--- config.mk ---
export PLATFORM = sky130hd
export DESIGN_NAME = top_k_value_tracker_top
export DESIGN_NICKNAME = d
export VERILOG_FILES = /design/src/design/tkvt_pkg.sv /design/src/design/tkvt_cell.sv /design/src/design/top_k_value_tracker_top.sv
export SDC_FILE = /design/constraint.sdc
export NUM_CORES = 1
export LEC_CHECK = 0
export BUFFER_PORTS_ARGS = -buffer_cell sky130_fd_sc_hd__buf_2
export CAP_MARGIN = 20
export CORE_MARGIN = 2
export CORE_UTILIZATION = 45
export CTS_BUF_LIST = sky130_fd_sc_hd__clkbuf_16
export CTS_CLUSTER_SIZE = 25
export DETAILED_ROUTE_END_ITERATION = 16
export HOLD_SLACK_MARGIN = 0.02
export PLACE_DENSITY = 0.57
export SLEW_MARGIN = 20
export SYNTH_ARGS = -nofsm -noshare
export SYNTH_HDL_FRONTEND = slang
export SYNTH_SLANG_ARGS = --single-unit
--- constraint.sdc ---
create_clock -name clk -period 10.75 [get_ports clk]
set_clock_uncertainty 0.2 [all_clocks]
set_input_delay 0.5375 -clock clk [delete_from_list [all_inputs] [get_ports clk]]
set_output_delay 0.5375 -clock clk [all_outputs]
set_load 0.02 [all_outputs]
--- src/design/tkvt_pkg.sv ---
// Shared types and constants for the top-k value tracker.
// Used by the tracker cell and the top level; depends on nothing else.
package tkvt_pkg;

  localparam int K_MAX   = 16;
  localparam int VALUE_W = 31;
  localparam int LIMIT_W = 5;
  localparam int FILL_W  = $clog2(K_MAX + 1);
  localparam int CMP_W   = (LIMIT_W > FILL_W) ? LIMIT_W : FILL_W;
  localparam int DATA_W  = ((VALUE_W + 7) / 8) * 8;
  localparam int OUT_W   = 8;

  localparam logic [LIMIT_W-1:0] LIMIT_RESET = LIMIT_W'(16);

  typedef enum logic {
    CMD_INSERT = 1'b0,
    CMD_QUERY  = 1'b1
  } cmd_t;

  // Broadcast from the top level to every cell.
  typedef struct packed {
    logic               ins;
    logic               full;
    logic [VALUE_W-1:0] value;
  } bcast_t;

  // Handed from each cell to its right neighbor.
  typedef struct packed {
    logic               valid;
    logic               take;
    logic [VALUE_W-1:0] value;
  } link_t;

endpackage

--- src/design/tkvt_cell.sv ---
// One slot of the sorted value chain (largest value in the leftmost cell).
// Depends on tkvt_pkg for the broadcast and link structs.
module tkvt_cell (
  input  logic           clk,
  input  logic           rst,
  input  tkvt_pkg::bcast_t bc,
  input  tkvt_pkg::link_t  prev,
  output tkvt_pkg::link_t  link,
  output logic           hit
);
  import tkvt_pkg::*;

  logic               valid;
  logic [VALUE_W-1:0] value;
  logic               take;
  logic               upd;

  // The new value belongs at or left of this cell unless this cell holds
  // something at least as large. Ordering keeps take monotone along the chain.
  assign take = !(valid && (value >= bc.value));
  assign hit  = valid && (value == bc.value);
  assign link = '{valid: valid, take: take, value: value};

  // In a full store only held cells move, so the minimum at the tail drops out.
  assign upd = bc.ins && take && (!bc.full || valid);

  always_ff @(posedge clk) begin
    if (rst) begin
      valid <= 1'b0;
    end else if (upd) begin
      valid <= prev.take ? prev.valid : 1'b1;
    end
  end

  always_ff @(posedge clk) begin
    if (upd) begin
      value <= prev.take ? prev.value : bc.value;
    end
  end

endmodule

--- src/design/top_k_value_tracker_top.sv ---
// Top-k value tracker: a chain of cells kept sorted, largest value first.
// A query result appears in the output register in the cycle after its request is accepted.
// Throughput: one request per cycle while the output register is empty or being read; each
// cell compares against the request in parallel and shifts into its neighbor in the same cycle.
// Reset: the store is empty, the output register is empty, and the limit is 16.
// Depends on tkvt_pkg and tkvt_cell.
module top_k_value_tracker_top (
  input  logic                          clk,
  input  logic                          rst,
  input  logic                          cfg_we,
  input  logic [tkvt_pkg::LIMIT_W-1:0]  cfg_wdata,   // slot_limit
  input  logic                          s_tvalid,
  output logic                          s_tready,
  input  logic [tkvt_pkg::DATA_W-1:0]   s_tdata,     // value, then zero fill
  input  logic                          s_tuser,     // command
  output logic                          m_tvalid,
  input  logic                          m_tready,
  output logic [tkvt_pkg::OUT_W-1:0]    m_tdata      // present, then zero fill
);
  import tkvt_pkg::*;

  logic [LIMIT_W-1:0] slot_limit;
  logic [FILL_W-1:0]  fill_count;
  logic [CMP_W-1:0]   limit_wide;
  logic [FILL_W-1:0]  eff_limit;
  logic               full;
  logic               accept;
  logic               is_query;
  logic               present;
  logic [K_MAX-1:0]   hits;
  bcast_t             bc;
  link_t              links [K_MAX+1];

  // A limit of zero acts as one; a limit above the cell count acts as the count.
  always_comb begin
    limit_wide = CMP_W'(slot_limit);
    if (slot_limit == '0) begin
      limit_wide = CMP_W'(1);
    end else if (CMP_W'(slot_limit) > CMP_W'(K_MAX)) begin
      limit_wide = CMP_W'(K_MAX);
    end
  end

  assign eff_limit = limit_wide[FILL_W-1:0];
  assign full      = fill_count >= eff_limit;
  assign s_tready  = !m_tvalid || m_tready;
  assign accept    = s_tvalid && s_tready;
  assign is_query  = (cmd_t'(s_tuser) == CMD_QUERY);
  assign bc        = '{ins: accept && !is_query, full: full, value: s_tdata[VALUE_W-1:0]};
  assign links[0]  = '{valid: 1'b0, take: 1'b0, value: '0};
  assign m_tdata   = OUT_W'(present);

  for (genvar i = 0; i < K_MAX; i++) begin : g_cell
    tkvt_cell u_cell (
      .clk  (clk),
      .rst  (rst),
      .bc   (bc),
      .prev (links[i]),
      .link (links[i+1]),
      .hit  (hits[i])
    );
  end

  always_ff @(posedge clk) begin
    if (rst) begin
      slot_limit <= LIMIT_RESET;
    end else if (cfg_we) begin
      slot_limit <= cfg_wdata;
    end
  end

  always_ff @(posedge clk) begin
    if (rst) begin
      fill_count <= '0;
      m_tvalid   <= 1'b0;
    end else begin
      if (bc.ins && !full) begin
        fill_count <= fill_count + FILL_W'(1);
      end
      if (accept && is_query) begin
        m_tvalid <= 1'b1;
      end else if (m_tready) begin
        m_tvalid <= 1'b0;
      end
    end
  end

  always_ff @(posedge clk) begin
    if (accept && is_query) begin
      present <= |hits;
    end
  end

`ifndef SYNTHESIS
  a_fill_bound: assert property (@(posedge clk) disable iff (rst)
    fill_count <= FILL_W'(K_MAX))
    else $error("fill count beyond cell count");

  a_tail_valid: assert property (@(posedge clk) disable iff (rst)
    links[K_MAX].valid == (fill_count == FILL_W'(K_MAX)))
    else $error("last cell valid bit disagrees with fill count");

  a_fill_step: assert property (@(posedge clk) disable iff (rst)
    (bc.ins && !full) |=> (fill_count == $past(fill_count) + FILL_W'(1)))
    else $error("insert into a store with room did not grow it");

  a_query_result: assert property (@(posedge clk) disable iff (rst)
    (accept && is_query) |=> m_tvalid)
    else $error("query request produced no result");

  a_full_keeps_fill: assert property (@(posedge clk) disable iff (rst)
    (bc.ins && full) |=> $stable(fill_count))
    else $error("insert into a full store changed the fill count");
`endif

endmodule
==> reports/metrics.csv, run 1 <==
stage;metric;value;unit
setup_path;CP Launch Point;s_tdata[4];
timing;f_max;0.225;GHz
finish;Filler cells;6169;
routing;WL/cell;20.4;um
setup_path;Crit path depth;12;
routing;post-DR vias/cell;5.78;
synthesis;Async SR Flop Fraction;0;%
finish;area of the multi-input gates;17000;um2
routing;DRT antenna net count;0;
routing;Post-route DRC;0;
power_and_ir_drop;Power Density;134;nW/um2
global_routing;met2 Resource Use GR;36.6;%
timing;Max-slew headroom;26.2;%
floorplan;Core Region;73000;um2
routing;DRT iter0 DRCs;1126;
synthesis;synthesized netlist cell count;2631;
hold_path;Hold Path Class;in -> reg;
setup_path;critical path class;in -> reg;
routing;drt pass-1 iters;5;
hold_path;WHS Path Cells;4;
setup_path;critical path's top delay family;simple AND/OR/NAND/NOR gates;
setup_path;critical path arrival;4.63;ns
synthesis;sequential area share after synthesis;46.7;%
synthesis;most frequent cell after synthesis;ha_1;
run;max_cap viols;0;
clock_network;cts bufs inserted;60;
power_and_ir_drop;VDD IR max;127;uV
clock_network;Clk Latency, worst-skew pair;0.63;ns
floorplan;die width;275;um
power_and_ir_drop;leakage;0.0144;uW
floorplan;Ports;53;
placement;routability cong.;0.899;
clock_network;H-tree depth;2;
finish;layout cell share with drive strength beyond 1;22.2;%
setup_path;r2r startpoint;slot_limit[1];
timing;setup tns final;0;ns
timing;post-layout min period;4.45;ns
setup_path;nature of the critical path startpoint;input port;
setup_path;crit path cell chain;buf_2 > inv_1 > buf_4 > ha_1 > nand4_1 > nor4_1 > a221oi_1 > o211ai_1 > a21oi_1 > nand2b_1 > buf_4 > mux2_2;
timing;fin crit share;41.3;%
setup_path;Worst path max stage delay;0.92;ns
global_routing;grt peak-use layer;met2;
synthesis;post-synth top area share;45.1;%
global_routing;Congestion Overflow GR;0;
synthesis;number of synthesized flops with an enable pin;497;
clock_network;CTS tree;done;
setup_path;Worst EP required;10.94;ns
global_routing;vias in the first global route;22700;
finish;register area;15500;um2
finish;nets@finish;3245;
global_routing;initial antenna violation count;0;
clock_network;post-CTS setup buffer count;0;
setup_path;Worst Path Buf+Inv;4;
finish;area delta synth->final;10.0;%
synthesis;synthesized area;33100;um2
routing;via count;21500;
synthesis;ys flop type;edfxtp_1;
synthesis;Yosys reg bits;524;
finish;Diodes inserted;0;
status;status;finished, final reports clean;
setup_path;cell repeated most along the worst path;buf_4;
setup_path;r2r setup slk;6.44;ns
floorplan;row count;99;
global_routing;largest net degree at the start of global routing;34;
setup_path;Critical-path top delay cell;nor4_1;
timing;hold slack;0.0608;ns
synthesis;top cells by count, synth;ha_1, edfxtp_1, mux2_2, o21ai_0, a21oi_1;
synthesis;unique cell type count in the Yosys netlist;69;
placement;Port Buffers;44;
floorplan;Die Y;275;um
synthesis;largest area contributor in the netlist;edfxtp_1;
global_routing;first-pass GRT wire length;120000;um
setup_path;worst setup path endpoint;g_cell[2].u_cell.value[21];
setup_path;crit path max fanout;16;
global_routing;routing usage on met1;24.6;%
synthesis;YS warnings;0;
timing;Slew Viols, Final;0;
timing;Slew @ Worst Pin;1.10;ns
clock_network;Clock Tree Root;clkbuf_16;
clock_network;CTS Sinks;524;
setup_path;r2r endpoint;g_cell[15].u_cell.value[28];
placement;post-detail-place hpwl;60100;um
synthesis;Area contributors post-synth;edfxtp_1, ha_1, mux2_2;
setup_path;CP Capture Type;register;
setup_path;Register-to-Register Path Depth;13;
floorplan;Starting Density;45.4;%
floorplan;Die ar.;75800;um2
clock_network;Reg clk slew, reported paths;0.06;ns
global_routing;total track usage;20.2;%
timing;unrepaired setup endpoints after global routing;no;
timing;Fin. Hold Viols;0;
routing;routed wire length;75800;um
synthesis;mean post-synth cell area;12.6;um2
global_routing;global-route track usage on met3;2.29;%
timing;# setup viols final;0;
clock_network;Clock Path Buffers;3;
==> worst min-delay path by stage <==
stage                       start  slack, ns            end
floorplan           slot_limit[0]       0.26  slot_limit[0]
global placement    slot_limit[0]       0.29  slot_limit[0]
detailed placement  slot_limit[0]       0.30  slot_limit[0]
CTS                      m_tready       0.02       m_tvalid
global route             m_tready       0.09       m_tvalid
finish                   m_tready       0.06       m_tvalid
==> power breakdown <==
part | switching [uW] | internal (uW) | leakage [uW] | total (uW)
sequential | 45.6 | 2350 | 0.00483 | 2400
combinational | 378 | 256 | 0.00855 | 634
clock | 824 | 1020 | 0.000970 | 1850
total | 1250 | 3630 | 0.0144 | 4880
==> worst register-to-register path: stages, from the launching register on <==
cell and delay, ns:
dfxtp_1 0.33, nor3_1 0.18, nor2_1 0.06, nor2_1 0.09, ha_1 0.22, nand2b_1 0.15
a21o_1 0.17, a21o_1 0.21, a21o_1 0.19, a21oi_1 0.74, nand2_1 0.11, buf_4 0.28
o22ai_2 0.71, buf_4 0.36
==> per-layer routing <==
layer | vias up | share of wire [%] | wire, um
met2 | 329 | 50 | 38100
met1 | 10500 | 43 | 32500
met5 | - | 0 | 0
li1 | 10500 | - | -
met4 | 0 | 3.6 | 2740
met3 | 143 | 3.2 | 2420
==> final cells by class <==
cell class                 count  share of cell area [%]
clock buffer                  60                    4.12
clock inverter                52                   0.673
inverter                      69                   0.711
multi-input combinational   1937                    46.8
sequential                   524                    42.4
tap                          959                    3.29
timing repair buffer         108                    2.01
==> repair_timing <==
item | CTS | global route
hold endpoints to repair | 5 | 0
hold buffers | 6 | 0
resized for setup | 0 | 0
==> flip-flops by register name, summed over array words and instances, names as in the netlist <==
| name | flops |
|---|---|
| fill_count | 5 |
| g_cell.u_cell.valid | 16 |
| g_cell.u_cell.value | 496 |
| m_tvalid | 1 |
| present | 1 |
| slot_limit | 5 |
==> cell families after synthesis <==
family / synth area share (%)
compound gates: 9.84
flops: 46.7
fa+ha+maj: 19.0
simple gates: 7.19
mux: 14.7
buf+inv: 2.45
xor+xnor: 0.106
other cells: 0.0113
==> cells in the final DEF (no fill, tap or decap), types with 12 or more instances in the layout <==
master     count
nor4_1        20
a21oi_1      188
nand4_1      114
a21o_1        33
nor3_1        14
clkbuf_16     60
clkinv_1      13
buf_4         56
nand2_1      103
ha_1         502
buf_2         44
mux2_2       346
nand2b_1      18
edfxtp_1     497
a211oi_1      36
nand3_1       52
nor2_1        83
a221oi_1      12
nand3b_1      12
inv_1        100
o21ai_0      188
dfxtp_1       27
mux2_4        60
==> per-stage QoR <==
stage / area, um2 / worst slack [ns] / cells / util (%) / total power (uW)
floorplan: 33100 / 5.87 / 2637 / - / 2870
global placement: 34600 / 5.64 / 3589 / 47.4 / 3030
detailed placement: 34600 / 5.66 / 3589 / 47.4 / 3070
CTS: 36400 / 6.34 / 3707 / 49.9 / 4930
global route: 36400 / 6.05 / 3709 / 49.9 / 5090
finish: 36400 / 6.30 / 3709 / 49.9 / 4880
Note: power is estimated with default switching activity, not from simulation.
==> run 2, diff against run 1 <==
--- a/config.mk
+++ b/config.mk
@@ -13,7 +13,7 @@
 export CTS_CLUSTER_SIZE = 25
 export DETAILED_ROUTE_END_ITERATION = 16
 export HOLD_SLACK_MARGIN = 0.02
-export PLACE_DENSITY = 0.57
+export PLACE_DENSITY = 0.6
 export SLEW_MARGIN = 20
 export SYNTH_ARGS = -nofsm -noshare
 export SYNTH_HDL_FRONTEND = slang
==> constraint.sdc (replaced) <==
create_clock -name clk -period 3.9 [get_ports clk]
set_clock_uncertainty 0.2 [all_clocks]
set_input_delay 0.195 -clock clk [delete_from_list [all_inputs] [get_ports clk]]
set_output_delay 0.195 -clock clk [all_outputs]
set_load 0.02 [all_outputs]
==> run 2 against run 1 <==
Compared with the run above:
- hold slack improved by 0.18 ns
- non-clock buffer count grew 137
- cell count rose by 3.6%
- via count up 4.1%
- routed wire length is 3.7% higher
- critical path depth increased by 1
- clock power increased to 2.9 times the previous value
- setup slack got worse by 6.1 ns
- first-iteration DRC count increased by 15%
- critical endpoint is now g_cell[14].u_cell.value[9]
==> reports/metrics.csv, run 2 (synthesis gave the netlist of run 1 again) <==
stage;metric;value;unit
finish;Finished Layout Cells;3844;
timing;fin crit share;95.0;%
routing;routed wl met2;38600;um
clock_network;H-tree depth;2;
setup_path;worst setup path endpoint;g_cell[14].u_cell.value[9];
setup_path;nature of the critical path startpoint;input port;
finish;Diodes inserted;0;
run;max_cap viols;0;
hold_path;worst hold start;cfg_we;
floorplan;Core Region;73000;um2
finish;Largest regs;g_cell.u_cell.value: 496 flops, g_cell.u_cell.valid: 16 flops;
placement;Port Buffers;44;
floorplan;Die ar.;75800;um2
finish;nets@finish;3382;
setup_path;crit path cell chain;dlygate4sd3_1 > buf_2 > inv_1 > buf_12 > ha_1 > nand2_1 > nor2_1 > a211oi_1 > o211ai_1 > a221oi_1 > nand2b_1 > buf_12 > mux2_2;
clock_network;Clk Latency, worst-skew pair;0.64;ns
clock_network;CTS Sinks;524;
setup_path;Worst EP required;4.07;ns
global_routing;initial antenna violation count;0;
timing;Slew @ Worst Pin;0.963;ns
global_routing;vias in the first global route;23700;
routing;post-route met1 wirelength;33900;um
floorplan;die width;275;um
global_routing;first-pass GRT wire length;124000;um
power_and_ir_drop;VDD IR max;322;uV
finish;max reg flops;496;
power_and_ir_drop;Power Density;364;nW/um2
timing;unrepaired setup endpoints after global routing;no;
setup_path;cell repeated most along the worst path;buf_12;
timing;setup tns final;0;ns
placement;Post-Place Cells;3680;
finish;most frequent cells in the layout;ha_1, edfxtp_1, mux2_2;
floorplan;row count;99;
global_routing;total track usage;20.9;%
clock_network;Clock Path Buffers;3;
routing;post-DR vias/cell;5.81;
global_routing;Congestion Overflow GR;0;
timing;post-layout min period;3.71;ns
floorplan;Die Y;275;um
setup_path;CP Capture Type;register;
finish;Final Util;52.1;%
routing;Post-route DRC;0;
clock_network;Reg clk slew, reported paths;0.06;ns
timing;final worst slack;0.193;ns
floorplan;Ports;53;
clock_network;cts repair resizes;0;
clock_network;Clock Tree Root;clkbuf_16;
routing;DRT antenna net count;0;
placement;post-detail-place hpwl;62600;um
setup_path;critical path arrival;3.87;ns
timing;Fin. Hold Viols;0;
global_routing;largest net degree at the start of global routing;32;
timing;f_max;0.270;GHz
routing;routed wire length;78600;um
setup_path;Register-to-Register Path Depth;9;
finish;Largest Register;g_cell.u_cell.value;
setup_path;critical path class;in -> reg;
placement;worst slack at placement;-0.0130;ns
clock_network;post-CTS setup buffer count;0;
timing;# setup viols final;0;
finish;area delta synth->final;14.9;%
hold_path;Hold Path Class;in -> reg;
floorplan;Starting Density;45.4;%
routing;max layer used;met4;
setup_path;crit path max fanout;31;
routing;WL/cell;20.4;um
setup_path;CP Launch Point;s_tdata[9];
routing;DRT iter0 DRCs;1299;
timing;Slew Viols, Final;0;
timing;Max-slew headroom;35.5;%
finish;layout cell share with drive strength beyond 1;24.5;%
finish;most common cell after layout, fill and taps aside;ha_1;
power_and_ir_drop;Power, Total;13900;uW
setup_path;Worst path max stage delay;0.57;ns
setup_path;r2r endpoint;g_cell[4].u_cell.value[21];
setup_path;r2r startpoint;g_cell[4].u_cell.value[4];
placement;routability cong.;0.913;
status;status;finished, final reports clean;
setup_path;r2r setup slk;0.39;ns
clock_network;CTS tree;done;
clock_network;hold_buf cts;53;
power_and_ir_drop;leakage;0.0151;uW
routing;drt pass-1 iters;5;
routing;metal3 WL;2840;um
clock_network;cts bufs inserted;60;
routing;via count;22300;
setup_path;Critical-path top delay cell;a221oi_1;
[run 2: changes by cell type in the layout (fill, tap and decap cells not counted), sizes merged]
cell | before | now
dlygate4sd3 | 6 | 53
clkinv | 19 | 29
bufinv | 1 | 4
clkinvlp | 0 | 1
buf | 102 | 192
inv | 101 | 85
[run 2: how the worst min path moves through the flow]
| stage | end | slack, ns | cells past startpoint |
|---|---|---|---|
| floorplan | g_cell[0].u_cell.value[0] | 0.09 | 0 |
| global placement | slot_limit[4] | 0.21 | 3 |
| detailed placement | slot_limit[4] | 0.23 | 3 |
| CTS | slot_limit[4] | 0.20 | 3 |
| global route | slot_limit[4] | 0.27 | 3 |
| finish | slot_limit[4] | 0.24 | 3 |
[run 2: where the power goes]
| part | internal [uW] | switching, uW |
|---|---|---|
| registers | 6470 | 128 |
| logic | 829 | 1090 |
| clock network | 3030 | 2300 |
[run 2: metrics by stage]
step	instance area (um2)	hold WS (ns)
global route	38000	0.267
global placement	35700	0.212
floorplan	33200	0.0939
finish	38000	0.237
detailed placement	35700	0.234
CTS	38000	0.202
[run 2: layer usage]
metal | GRT usage [%] | vias up
li1 | - | 10800
met1 | 25.8 | 10900
met2 | 36.7 | 468
met3 | 2.55 | 176
met4 | 9.08 | 0
met5 | 0 | -
[run 2: area by class of cell]
class | count | area (um2)
multi-input combinational | 1937 | 17000
timing repair buffer | 245 | 2270
clock buffer | 60 | 1500
inverter | 69 | 259
clock inverter | 50 | 333
fill | 6099 | 34900
tap | 959 | 1200
sequential | 524 | 15500
[run 2: critical path: cells and delay by family]
family	cells	cell delay, ns
buf+inv	5	1.61
compound gates	3	1.01
mux	1	0.37
simple gates	3	0.34
fa+ha+maj	1	0.31
